### config.mk
export PLATFORM = sky130hd
export DESIGN_NAME = portal_normal_reduce_orient_unit
export DESIGN_NICKNAME = d
export VERILOG_FILES = /design/src/hdl/pnro_pkg.sv /design/src/hdl/pnro_dpath.sv /design/src/hdl/portal_normal_reduce_orient_unit.sv
export SDC_FILE = /design/constraint.sdc
export NUM_CORES = 2
export LEC_CHECK = 0
export BUFFER_PORTS_ARGS = -buffer_cell sky130_fd_sc_hd__buf_2
export CAP_MARGIN = 20
export CELL_PAD_IN_SITES_DETAIL_PLACEMENT = 1
export CELL_PAD_IN_SITES_GLOBAL_PLACEMENT = 1
export CORE_AREA = 8 8 303 305
export DETAILED_ROUTE_END_ITERATION = 8
export DIE_AREA = 0 0 311 313
export GPL_TIMING_DRIVEN = 0
export PLACE_DENSITY = 0.95
export SYNTH_ARGS = -nofsm -noshare
export SYNTH_HDL_FRONTEND = slang
export SYNTH_SLANG_ARGS = --single-unit
### constraint.sdc
create_clock -name clk_i -period 20 [get_ports clk_i]
set_clock_uncertainty 0.2 [all_clocks]
set_input_delay 4 -clock clk_i [delete_from_list [all_inputs] [get_ports clk_i]]
set_output_delay 4 -clock clk_i [all_outputs]
set_load 0.05 [all_outputs]
### src/hdl/pnro_pkg.sv
// ----------------------------------------------------------------------------
// pnro_pkg
// Shared types and constants of the portal normal reduce and orient unit:
// field widths, sequencer states, datapath operation codes and the control
// and status bundles that pass between the sequencer and the datapath.
// ----------------------------------------------------------------------------
`default_nettype none

package pnro_pkg;

  // Width of every coordinate and result field.
  localparam int COORD_W = 16;
  // Corner differences carry one extra bit.
  localparam int DIFF_W  = COORD_W + 1;
  // Product of two differences.
  localparam int PROD_W  = 2 * DIFF_W;
  // Difference of two products, before the magnitude is taken.
  localparam int SUM_W   = PROD_W + 1;
  // Magnitude of a cross product component: below 2 * (2^COORD_W - 1)^2.
  localparam int MAG_W   = 2 * COORD_W + 1;
  // Counter for division steps and the common power of two of the GCD.
  localparam int CNT_W   = $clog2(MAG_W);
  // Last step of the six-product sequence, including the drain step.
  localparam int MUL_LAST = 6;

  typedef logic signed [COORD_W-1:0] coord_t;

  typedef enum logic [2:0] {
    ST_IDLE,
    ST_MUL,
    ST_CHECK,
    ST_GCD,
    ST_DIV,
    ST_STORE,
    ST_ORIENT,
    ST_DONE
  } st_e;

  typedef enum logic [3:0] {
    OP_NONE,
    OP_LOAD,
    OP_MUL,
    OP_GCD_INIT,
    OP_GCD_STEP,
    OP_GCD_SCALE,
    OP_GCD_NEXT,
    OP_DIV_INIT,
    OP_DIV_STEP,
    OP_DIV_NEXT,
    OP_ORIENT
  } dp_op_e;

  typedef enum logic [1:0] {
    RES_DEGEN,
    RES_STORED,
    RES_REDUCED
  } res_e;

  typedef struct packed {
    dp_op_e     op;
    logic [2:0] sel;
    res_e       res;
  } dp_ctrl_t;

  typedef struct packed {
    logic all_zero;
    logic sy_zero;
    logic a_zero;
    logic b_zero;
    logic k_zero;
  } dp_stat_t;

endpackage

`default_nettype wire

### src/hdl/pnro_dpath.sv
// ----------------------------------------------------------------------------
// pnro_dpath
// Arithmetic datapath: corner differences, one shared signed multiplier,
// a binary GCD step unit and a restoring divider, all driven one operation
// per cycle by the sequencer in the top level.
// ----------------------------------------------------------------------------
`default_nettype none

module pnro_dpath (
  input  wire               clk_i,
  input  pnro_pkg::dp_ctrl_t ctrl_i,
  output pnro_pkg::dp_stat_t stat_o,
  input  pnro_pkg::coord_t  corner0_x_i,
  input  pnro_pkg::coord_t  corner0_y_i,
  input  pnro_pkg::coord_t  corner0_z_i,
  input  pnro_pkg::coord_t  corner1_x_i,
  input  pnro_pkg::coord_t  corner1_y_i,
  input  pnro_pkg::coord_t  corner1_z_i,
  input  pnro_pkg::coord_t  corner2_x_i,
  input  pnro_pkg::coord_t  corner2_y_i,
  input  pnro_pkg::coord_t  corner2_z_i,
  input  pnro_pkg::coord_t  stored_normal_x_i,
  input  pnro_pkg::coord_t  stored_normal_y_i,
  input  pnro_pkg::coord_t  stored_normal_z_i,
  output pnro_pkg::coord_t  res_x_o,
  output pnro_pkg::coord_t  res_y_o,
  output pnro_pkg::coord_t  res_z_o
);
  import pnro_pkg::*;

  logic signed [DIFF_W-1:0] u_q [3];
  logic signed [DIFF_W-1:0] v_q [3];
  coord_t                   snx_q, sny_q, snz_q;
  logic signed [PROD_W-1:0] p_q, acc_q;
  logic        [MAG_W-1:0]  mag_q [3];
  logic                     neg_q [3];
  logic        [MAG_W-1:0]  a_q, b_q;
  logic        [CNT_W-1:0]  k_q;
  logic        [MAG_W-1:0]  rem_q, dvd_q;

  logic        [1:0]        u_idx, v_idx, n_idx;
  logic signed [PROD_W-1:0] prod;
  logic signed [SUM_W-1:0]  cross_sum;
  logic                     cross_neg;
  logic signed [SUM_W-1:0]  cross_abs;
  logic        [MAG_W:0]    ab_diff, ba_diff;
  logic                     a_ge_b;
  logic        [MAG_W:0]    shifted;
  logic        [MAG_W+1:0]  trial;
  logic                     borrow;
  logic        [COORD_W:0]  sy_ext, sy_abs;
  logic                     same;
  coord_t                   wrap [3];

  // Operand selection for the six products of the cross product.
  always_comb begin
    case (ctrl_i.sel)
      3'd0:    begin u_idx = 2'd1; v_idx = 2'd2; end
      3'd1:    begin u_idx = 2'd2; v_idx = 2'd1; end
      3'd2:    begin u_idx = 2'd2; v_idx = 2'd0; end
      3'd3:    begin u_idx = 2'd0; v_idx = 2'd2; end
      3'd4:    begin u_idx = 2'd0; v_idx = 2'd1; end
      3'd5:    begin u_idx = 2'd1; v_idx = 2'd0; end
      default: begin u_idx = 2'd0; v_idx = 2'd0; end
    endcase
  end

  assign n_idx     = ctrl_i.sel[2:1] - 2'd1;
  assign prod      = u_q[u_idx] * v_q[v_idx];
  assign cross_sum = {acc_q[PROD_W-1], acc_q} - {p_q[PROD_W-1], p_q};
  assign cross_neg = cross_sum[SUM_W-1];
  assign cross_abs = cross_neg ? -cross_sum : cross_sum;

  assign ab_diff = {1'b0, a_q} - {1'b0, b_q};
  assign ba_diff = -ab_diff;
  assign a_ge_b  = !ab_diff[MAG_W];

  assign shifted = {rem_q, dvd_q[MAG_W-1]};
  assign trial   = {1'b0, shifted} - {2'b00, b_q};
  assign borrow  = trial[MAG_W+1];

  assign sy_ext = {sny_q[COORD_W-1], sny_q};
  assign sy_abs = sny_q[COORD_W-1] ? -sy_ext : sy_ext;
  assign same   = (mag_q[1] == {{(MAG_W-COORD_W-1){1'b0}}, sy_abs})
                  && (neg_q[1] == sny_q[COORD_W-1]);

  always_ff @(posedge clk_i) begin
    unique case (ctrl_i.op)
      OP_LOAD: begin
        u_q[0] <= DIFF_W'(corner1_x_i) - DIFF_W'(corner0_x_i);
        u_q[1] <= DIFF_W'(corner1_y_i) - DIFF_W'(corner0_y_i);
        u_q[2] <= DIFF_W'(corner1_z_i) - DIFF_W'(corner0_z_i);
        v_q[0] <= DIFF_W'(corner2_x_i) - DIFF_W'(corner0_x_i);
        v_q[1] <= DIFF_W'(corner2_y_i) - DIFF_W'(corner0_y_i);
        v_q[2] <= DIFF_W'(corner2_z_i) - DIFF_W'(corner0_z_i);
        snx_q  <= stored_normal_x_i;
        sny_q  <= stored_normal_y_i;
        snz_q  <= stored_normal_z_i;
      end
      OP_MUL: begin
        // Odd steps move the first product aside, even steps form a component.
        if (ctrl_i.sel != 3'd0) begin
          if (ctrl_i.sel[0]) begin
            acc_q <= p_q;
          end else begin
            mag_q[n_idx] <= cross_abs[MAG_W-1:0];
            neg_q[n_idx] <= cross_neg;
          end
        end
        if (ctrl_i.sel < 3'(MUL_LAST)) begin
          p_q <= prod;
        end
      end
      OP_GCD_INIT: begin
        a_q <= mag_q[0];
        b_q <= mag_q[1];
        k_q <= '0;
      end
      OP_GCD_NEXT: begin
        a_q <= b_q;
        b_q <= mag_q[2];
        k_q <= '0;
      end
      OP_GCD_STEP: begin
        if (b_q == '0) begin
          a_q <= '0;
          b_q <= a_q;
        end else if (!a_q[0] && !b_q[0]) begin
          a_q <= a_q >> 1;
          b_q <= b_q >> 1;
          k_q <= k_q + 1'b1;
        end else if (!a_q[0]) begin
          a_q <= a_q >> 1;
        end else if (!b_q[0]) begin
          b_q <= b_q >> 1;
        end else if (a_ge_b) begin
          a_q <= {1'b0, ab_diff[MAG_W-1:1]};
        end else begin
          b_q <= {1'b0, ba_diff[MAG_W-1:1]};
        end
      end
      OP_GCD_SCALE: begin
        b_q <= b_q << 1;
        k_q <= k_q - 1'b1;
      end
      OP_DIV_INIT: begin
        rem_q <= '0;
        dvd_q <= mag_q[0];
      end
      OP_DIV_STEP: begin
        rem_q <= borrow ? shifted[MAG_W-1:0] : trial[MAG_W-1:0];
        dvd_q <= {dvd_q[MAG_W-2:0], !borrow};
      end
      OP_DIV_NEXT: begin
        mag_q[ctrl_i.sel[1:0]] <= dvd_q;
        rem_q <= '0;
        dvd_q <= (ctrl_i.sel[1:0] == 2'd0) ? mag_q[1] : mag_q[2];
      end
      OP_ORIENT: begin
        if (!same) begin
          for (int i = 0; i < 3; i++) begin
            if (mag_q[i] != '0) neg_q[i] <= !neg_q[i];
          end
        end
      end
      default: begin
      end
    endcase
  end

  always_comb begin
    for (int i = 0; i < 3; i++) begin
      wrap[i] = neg_q[i] ? -mag_q[i][COORD_W-1:0] : mag_q[i][COORD_W-1:0];
    end
  end

  always_comb begin
    unique case (ctrl_i.res)
      RES_DEGEN: begin
        res_x_o = '0;
        res_y_o = COORD_W'(1);
        res_z_o = '0;
      end
      RES_STORED: begin
        res_x_o = snx_q;
        res_y_o = sny_q;
        res_z_o = snz_q;
      end
      default: begin
        res_x_o = wrap[0];
        res_y_o = wrap[1];
        res_z_o = wrap[2];
      end
    endcase
  end

  assign stat_o.all_zero = (mag_q[0] == '0) && (mag_q[1] == '0) && (mag_q[2] == '0);
  assign stat_o.sy_zero  = (sny_q == '0);
  assign stat_o.a_zero   = (a_q == '0);
  assign stat_o.b_zero   = (b_q == '0);
  assign stat_o.k_zero   = (k_q == '0);

endmodule

`default_nettype wire

### src/hdl/portal_normal_reduce_orient_unit.sv
// ----------------------------------------------------------------------------
// portal_normal_reduce_orient_unit
// Computes the integer normal of a polygon from three corners, divides it by
// the GCD of its component magnitudes and orients it by the stored normal y.
// ----------------------------------------------------------------------------
//
//   Channel  Direction  Handshake                  Payload
//   -------  ---------  -------------------------  -------------------------
//   in       slave      in_valid_i / in_stall_o    corner0..2 x/y/z, stored
//                                                  normal x/y/z
//   out      master     out_valid_o / out_stall_i  normal x/y/z
//
// An item runs through the load, the six products, the zero checks, two binary
// GCD passes, three divisions and the orientation step, paced by the shared GCD
// step unit and the one-bit-a-cycle divider. A zero cross product or stored y
// skips the GCD, the divisions and the orientation. Reset clears the sequencer
// and output valid, not the datapath. The input stalls while an item is in
// work; a finished result waits in the output register.
// ----------------------------------------------------------------------------
`default_nettype none

module portal_normal_reduce_orient_unit (
  input  wire              clk_i,
  input  wire              rst_ni,
  input  wire              in_valid_i,
  output logic             in_stall_o,
  input  pnro_pkg::coord_t corner0_x_i,
  input  pnro_pkg::coord_t corner0_y_i,
  input  pnro_pkg::coord_t corner0_z_i,
  input  pnro_pkg::coord_t corner1_x_i,
  input  pnro_pkg::coord_t corner1_y_i,
  input  pnro_pkg::coord_t corner1_z_i,
  input  pnro_pkg::coord_t corner2_x_i,
  input  pnro_pkg::coord_t corner2_y_i,
  input  pnro_pkg::coord_t corner2_z_i,
  input  pnro_pkg::coord_t stored_normal_x_i,
  input  pnro_pkg::coord_t stored_normal_y_i,
  input  pnro_pkg::coord_t stored_normal_z_i,
  output logic             out_valid_o,
  input  wire              out_stall_i,
  output pnro_pkg::coord_t normal_x_o,
  output pnro_pkg::coord_t normal_y_o,
  output pnro_pkg::coord_t normal_z_o
);
  import pnro_pkg::*;

  st_e              state_q, state_d;
  logic [CNT_W-1:0] cnt_q, cnt_d;
  logic [1:0]       comp_q, comp_d;
  logic             pass_q, pass_d;
  res_e             res_q, res_d;
  logic             out_valid_q, out_valid_d;
  coord_t           normal_x_q, normal_y_q, normal_z_q;

  dp_ctrl_t         ctrl;
  dp_stat_t         stat;
  coord_t           res_x, res_y, res_z;
  logic             in_xfer;
  logic             out_load;

  // The input is open only between items.
  assign in_stall_o = (state_q != ST_IDLE);
  assign in_xfer    = in_valid_i && !in_stall_o;

  // A finished result enters the output register when it is empty or its
  // current contents leave in this cycle.
  assign out_load   = (state_q == ST_DONE) && (!out_valid_q || !out_stall_i);

  pnro_dpath u_dpath (
    .clk_i             (clk_i),
    .ctrl_i            (ctrl),
    .stat_o            (stat),
    .corner0_x_i       (corner0_x_i),
    .corner0_y_i       (corner0_y_i),
    .corner0_z_i       (corner0_z_i),
    .corner1_x_i       (corner1_x_i),
    .corner1_y_i       (corner1_y_i),
    .corner1_z_i       (corner1_z_i),
    .corner2_x_i       (corner2_x_i),
    .corner2_y_i       (corner2_y_i),
    .corner2_z_i       (corner2_z_i),
    .stored_normal_x_i (stored_normal_x_i),
    .stored_normal_y_i (stored_normal_y_i),
    .stored_normal_z_i (stored_normal_z_i),
    .res_x_o           (res_x),
    .res_y_o           (res_y),
    .res_z_o           (res_z)
  );

  // Next state.
  always_comb begin
    state_d = state_q;
    unique case (state_q)
      ST_IDLE: begin
        if (in_xfer) state_d = ST_MUL;
      end
      ST_MUL: begin
        if (cnt_q == CNT_W'(MUL_LAST)) state_d = ST_CHECK;
      end
      ST_CHECK: begin
        // Degenerate corners and a zero stored y need no reduction.
        if (stat.all_zero || stat.sy_zero) state_d = ST_DONE;
        else state_d = ST_GCD;
      end
      ST_GCD: begin
        if (stat.a_zero && stat.k_zero && pass_q) state_d = ST_DIV;
      end
      ST_DIV: begin
        if (cnt_q == CNT_W'(MAG_W - 1)) state_d = ST_STORE;
      end
      ST_STORE: begin
        if (comp_q == 2'd2) state_d = ST_ORIENT;
        else state_d = ST_DIV;
      end
      ST_ORIENT: begin
        state_d = ST_DONE;
      end
      ST_DONE: begin
        if (out_load) state_d = ST_IDLE;
      end
      default: begin
        state_d = ST_IDLE;
      end
    endcase
  end

  // Datapath commands and sequencer counters.
  always_comb begin
    ctrl.op  = OP_NONE;
    ctrl.sel = {1'b0, comp_q};
    ctrl.res = res_q;
    cnt_d    = cnt_q;
    comp_d   = comp_q;
    pass_d   = pass_q;
    res_d    = res_q;
    unique case (state_q)
      ST_IDLE: begin
        if (in_xfer) begin
          ctrl.op = OP_LOAD;
          cnt_d   = '0;
        end
      end
      ST_MUL: begin
        ctrl.op  = OP_MUL;
        ctrl.sel = cnt_q[2:0];
        cnt_d    = cnt_q + 1'b1;
      end
      ST_CHECK: begin
        if (stat.all_zero) begin
          res_d = RES_DEGEN;
        end else if (stat.sy_zero) begin
          res_d = RES_STORED;
        end else begin
          ctrl.op = OP_GCD_INIT;
          pass_d  = 1'b0;
          res_d   = RES_REDUCED;
        end
      end
      ST_GCD: begin
        if (!stat.a_zero) begin
          ctrl.op = OP_GCD_STEP;
        end else if (!stat.k_zero) begin
          // Put back the power of two that both operands shared.
          ctrl.op = OP_GCD_SCALE;
        end else if (!pass_q) begin
          // Fold in the third component.
          ctrl.op = OP_GCD_NEXT;
          pass_d  = 1'b1;
        end else begin
          ctrl.op  = OP_DIV_INIT;
          ctrl.sel = 3'd0;
          comp_d   = 2'd0;
          cnt_d    = '0;
        end
      end
      ST_DIV: begin
        ctrl.op = OP_DIV_STEP;
        cnt_d   = cnt_q + 1'b1;
      end
      ST_STORE: begin
        // Keep the quotient and start on the next component.
        ctrl.op = OP_DIV_NEXT;
        cnt_d   = '0;
        if (comp_q != 2'd2) comp_d = comp_q + 2'd1;
      end
      ST_ORIENT: begin
        ctrl.op = OP_ORIENT;
      end
      ST_DONE: begin
      end
      default: begin
      end
    endcase
  end

  always_comb begin
    if (out_load) out_valid_d = 1'b1;
    else if (!out_stall_i) out_valid_d = 1'b0;
    else out_valid_d = out_valid_q;
  end

  always_ff @(posedge clk_i or negedge rst_ni) begin
    if (!rst_ni) begin
      state_q     <= ST_IDLE;
      cnt_q       <= '0;
      comp_q      <= '0;
      pass_q      <= 1'b0;
      res_q       <= RES_DEGEN;
      out_valid_q <= 1'b0;
    end else begin
      state_q     <= state_d;
      cnt_q       <= cnt_d;
      comp_q      <= comp_d;
      pass_q      <= pass_d;
      res_q       <= res_d;
      out_valid_q <= out_valid_d;
    end
  end

  always_ff @(posedge clk_i) begin
    if (out_load) begin
      normal_x_q <= res_x;
      normal_y_q <= res_y;
      normal_z_q <= res_z;
    end
  end

  assign out_valid_o = out_valid_q;
  assign normal_x_o  = normal_x_q;
  assign normal_y_o  = normal_y_q;
  assign normal_z_o  = normal_z_q;

  // The divisor is the finished GCD, which is never zero for a nonzero vector.
  a_div_nonzero: assert property (@(posedge clk_i) disable iff (!rst_ni)
    (state_q == ST_DIV) |-> !stat.b_zero)
    else $error("divider entered with a zero GCD");

  // The division counter never runs past the magnitude width.
  a_div_count: assert property (@(posedge clk_i) disable iff (!rst_ni)
    (state_q == ST_DIV) |-> (cnt_q < CNT_W'(MAG_W)))
    else $error("division step count out of range");

  // A finished result with an empty output register is shown next cycle and
  // the block is open for the next item.
  a_done_handoff: assert property (@(posedge clk_i) disable iff (!rst_ni)
    (state_q == ST_DONE && !out_valid_q) |=> (out_valid_q && state_q == ST_IDLE))
    else $error("finished result not handed to the output register");

  // An accepted item starts the product sequence with the input side closed.
  a_busy_stall: assert property (@(posedge clk_i) disable iff (!rst_ni)
    (in_xfer) |=> (state_q == ST_MUL && in_stall_o))
    else $error("accepted item did not start the product sequence");

endmodule

`default_nettype wire

==> impl_metrics.py <==
metrics = {
    "outcome": {
        "status": "complete, no violations",
    },
    "power": {
        "p_sw_share_pct": 24.00,
        "p_seq_share_pct": 45.8,
        "p_sw_mw": 0.6247,
        "p_leak_nw": 21.71,
        "power.internal_mw": 1.978,
        "peakVddDrop_mv": 0.06931,
        "p_clk_share_pct": 47.9,
        "power_frac_comb_pct": 6.3,
        "powerDensity_nw_per_um2": 51.32,
    },
    "detailed_routing": {
        "drcViolationCount": 0,
        "route.detailed.wl_per_inst_um": 27.18,
        "drt-initial-drc-count": 4148,
        "via_per_inst": 6.517,
        "vias": 41600,
        "ant_nets": 0,
        "drt_wl_total_um": 173500,
        "drt_first_pass_iters": 9,
    },
    "floorplan": {
        "die_w_um": 311,
        "dieHeight_um": 313,
        "fp-row-count": 109,
        "core_area_um2": 87280,
        "dieArea_um2": 97340,
        "ios": 246,
        "initial_core_util_pct": 52.23,
    },
    "placement": {
        "placed_area_um2": 48530,
        "port_buffers": 245,
        "gp_congestion": 0.9742,
        "dp_hpwl_um": 133900,
    },
    "synthesis": {
        "syn_inst": 4845,
        "syn_area_per_cell_um2": 9.410,
        "ys.flop_type": "edfxtp_1",
        "synth_seq_cells": 521,
        "synth_seq_area_share_pct": 34.15,
        "synth-edff-count": 506,
        "synth_area_um2": 45590,
        "syn_nets": 5647,
        "ys_warn_count": 0,
        "synthArstFlopShare_pct": 2.879,
        "synth_cell_types": 103,
    },
    "sta": {
        "fin_setup_tns_ns": 0,
        "fin_crit_sh_pct": 68.93,
        "slew_headroom_pct": 20.18,
        "finalHoldViolCount": 0,
        "period_minus_slack_ns": 13.79,
        "rsz0062_at_grt": "false",
        "setup-violations-final": 0,
        "worstMarginPinSlew_ns": 1.197,
        "max_freq_ghz": 0.07253,
        "drv_slew": 0,
    },
    "global_route": {
        "grtUsageTotal_pct": 34.35,
        "grt_pass1_wl_um": 263500,
        "grt_max_degree": 71,
        "overflow": 0,
        "grt_pass1_vias": 45380,
        "antenna_found_initial": 2,
    },
    "min_path": {
        "min_from": "u_dpath.p_q[4]$_DFFE_PP_",
        "holdCritPathClass": "flip-flop to flip-flop",
    },
    "critical_path": {
        "crit_path_start_kind": "flip-flop",
        "worst-setup-path-type": "flip-flop to flip-flop",
        "cpPeakStageDelay_ns": 0.93,
        "cp.required_ns": 20.18,
        "cp.arrival_ns": 13.97,
        "end_kind": "flip-flop",
        "cp_top_family": "compound AO/OA/AOI/OAI gates",
        "path_max_fanout": 11,
        "rr_startpoint": "u_dpath.k_q[1]$_SDFFCE_PP0P_",
        "cp.buffers_inverters": 7,
        "path_common_cell": "fa_1",
        "critPathLaunch": "u_dpath.k_q[1]$_SDFFCE_PP0P_",
        "critPathSlowestCell": "a21oi_1",
    },
    "finish": {
        "drive_gt1_share_pct": 8.990,
        "multi_input_area_um2": 27160,
        "register_area_um2": 15570,
        "syn_to_final_growth_pct": 11.27,
        "final_area_um2": 50730,
        "nNetsFinal": 5968,
        "n_fill_cell": 9983,
    },
    "clock_network": {
        "holdBufCountCts": 0,
        "cts_buffer_depth": 3,
        "clk_pin_slew_worst_paths_ns": 0.07,
        "post_cts_buffers": 0,
        "clock_sinks": 521,
        "cts_buffers": 59,
        "cts_tree": "done",
        "clk_latency_ns": 0.69,
        "cts_root_buf": "clkbuf_16",
        "htree_levels": 2,
        "cts_resized": 0,
    },
    "job": {
        "drv_cap": 0,
    },
}
==> worst paths after layout <==
check	slack, ns	cells after the start	endpoint
worst min register to register	0.24	0	u_dpath.acc_q[4]$_DFFE_PP_
min in group asynchronous	3.06	1	state_q[0]$_DFFE_PN0P_
worst min-delay path	0.24	0	u_dpath.acc_q[4]$_DFFE_PP_
worst max-delay path	6.21	36	u_dpath.p_q[33]$_DFFE_PP_
max in group asynchronous	16.21	1	res_q[1]$_DFFE_PN0N_
worst max register to register	6.21	36	u_dpath.p_q[33]$_DFFE_PP_
==> final cells by class <==
cell class / count / area share, %
Antenna cell: 2 / 0.009866
Buffer: 184 / 1.482
Clock buffer: 62 / 2.933
Clock inverter: 50 / 1.280
Inverter: 581 / 4.299
Multi-Input combinational cell: 3559 / 53.55
Sequential cell: 521 / 30.69
Tap cell: 1165 / 2.873
Timing Repair Buffer: 260 / 2.878
==> kinds of logic after synthesis <==
logic type / after synthesis / synth area share (%)
mux: 56 / 1.243
xor+xnor: 277 / 5.363
compound gates: 1089 / 15.63
buf+inv: 765 / 6.433
fa+ha+maj: 606 / 21.67
simple gates: 1531 / 15.51
flops: 521 / 34.15
==> power groups by stage <==
stage | Clock (mW) | Combinational, mW | Sequential (mW)
6_report | 1.25 | 0.164 | 1.19
2_1_floorplan | 0 | 0.101 | 1.22
4_1_cts | 1.24 | 0.162 | 1.19
5_1_grt | 1.27 | 0.181 | 1.19
3_5_place_dp | 0 | 0.159 | 1.22
3_3_place_gp | 0 | 0.145 | 1.22
==> metrics by stage <==
| stage | setup WS, ns | hold WS [ns] | instances | power (mW) | utilization, % |
|---|---|---|---|---|---|
| after CTS | 6.602 | 0.2579 | 6375 | 2.596 | 58.05 |
| final | 6.213 | 0.2393 | 6384 | 2.603 | 58.12 |
| after global placement | 6.249 | 0.2322 | 6255 | 1.362 | 55.31 |
| after global routing | 6.070 | 0.2619 | 6383 | 2.645 | 58.12 |
| after detailed placement | 6.901 | 0.2470 | 6263 | 1.376 | 55.60 |
| after floorplan | 9.811 | 0.2264 | 4845 | 1.317 | - |
==> per-layer routing <==
metal	share of wire, %	track usage [%]	vias to the layer above
li1	-	-	17560
met1	34	37.24	20480
met2	49	60.43	2633
met3	8.3	6.599	922
met4	8.6	24.04	0
met5	0	0	-
==> synth_stat cells, drive strengths merged (37+ instances only) <==
cell type	number	area share (%)
nor2	494	4.1
fa	306	13
ha	300	8.2
nor2b	51	0.70
inv	581	4.8
a21o	78	1.3
clkbuf	131	1.1
a21oi	265	3.0
a22oi	51	0.84
nand2b	47	0.64
nor3	108	1.2
mux2i	51	1.1
buf	53	0.57
nor4	47	0.72
nand3	135	1.5
nand2	466	3.8
xnor2	206	4.0
edfxtp	506	33
xor2	71	1.4
a22o	37	0.71
o21ai	328	3.6
==> sequential cells by signal (all words and copies together), names as in the netlist, 2 cells and up <==
register       cells
u_dpath.u_q       51
comp_q             2
normal_x_o        16
u_dpath.a_q       33
cnt_q              6
u_dpath.v_q       51
u_dpath.sny_q     16
u_dpath.p_q       34
u_dpath.snz_q     16
state_q            3
u_dpath.dvd_q     33
normal_y_o        16
u_dpath.rem_q     33
normal_z_o        16
res_q              2
u_dpath.k_q        6
u_dpath.snx_q     16
u_dpath.neg_q      3
u_dpath.acc_q     34
u_dpath.b_q       33
u_dpath.mag_q     99
==> placed cells by master, fill, tap and decap left out, types with 13 or more instances in the layout <==
cell type and instances:
a211oi_1 16, a21boi_0 32, a21o_1 78, a21oi_1 257
a221oi_1 16, a222oi_1 31, a22o_1 37, a22oi_1 51
a31oi_1 20, and2_1 24, and3_1 32, buf_1 16
buf_2 281, bufinv_16 13, clkbuf_1 134, clkbuf_16 59
dfrtp_1 15, edfxtp_1 506, fa_1 306, ha_1 300
inv_1 579, mux2i_1 51, nand2_1 464, nand2b_1 47
nand3_1 134, nand4_1 29, nor2_1 489, nor2b_1 51
nor3_1 107, nor4_1 44, o21a_1 23, o21ai_0 308
o21ai_1 15, o21bai_1 20, o31ai_1 26, o41ai_1 14
or3_1 32, or4_1 15, xnor2_1 205, xor2_1 71
Note: power is estimated with default switching activity, not from simulation.
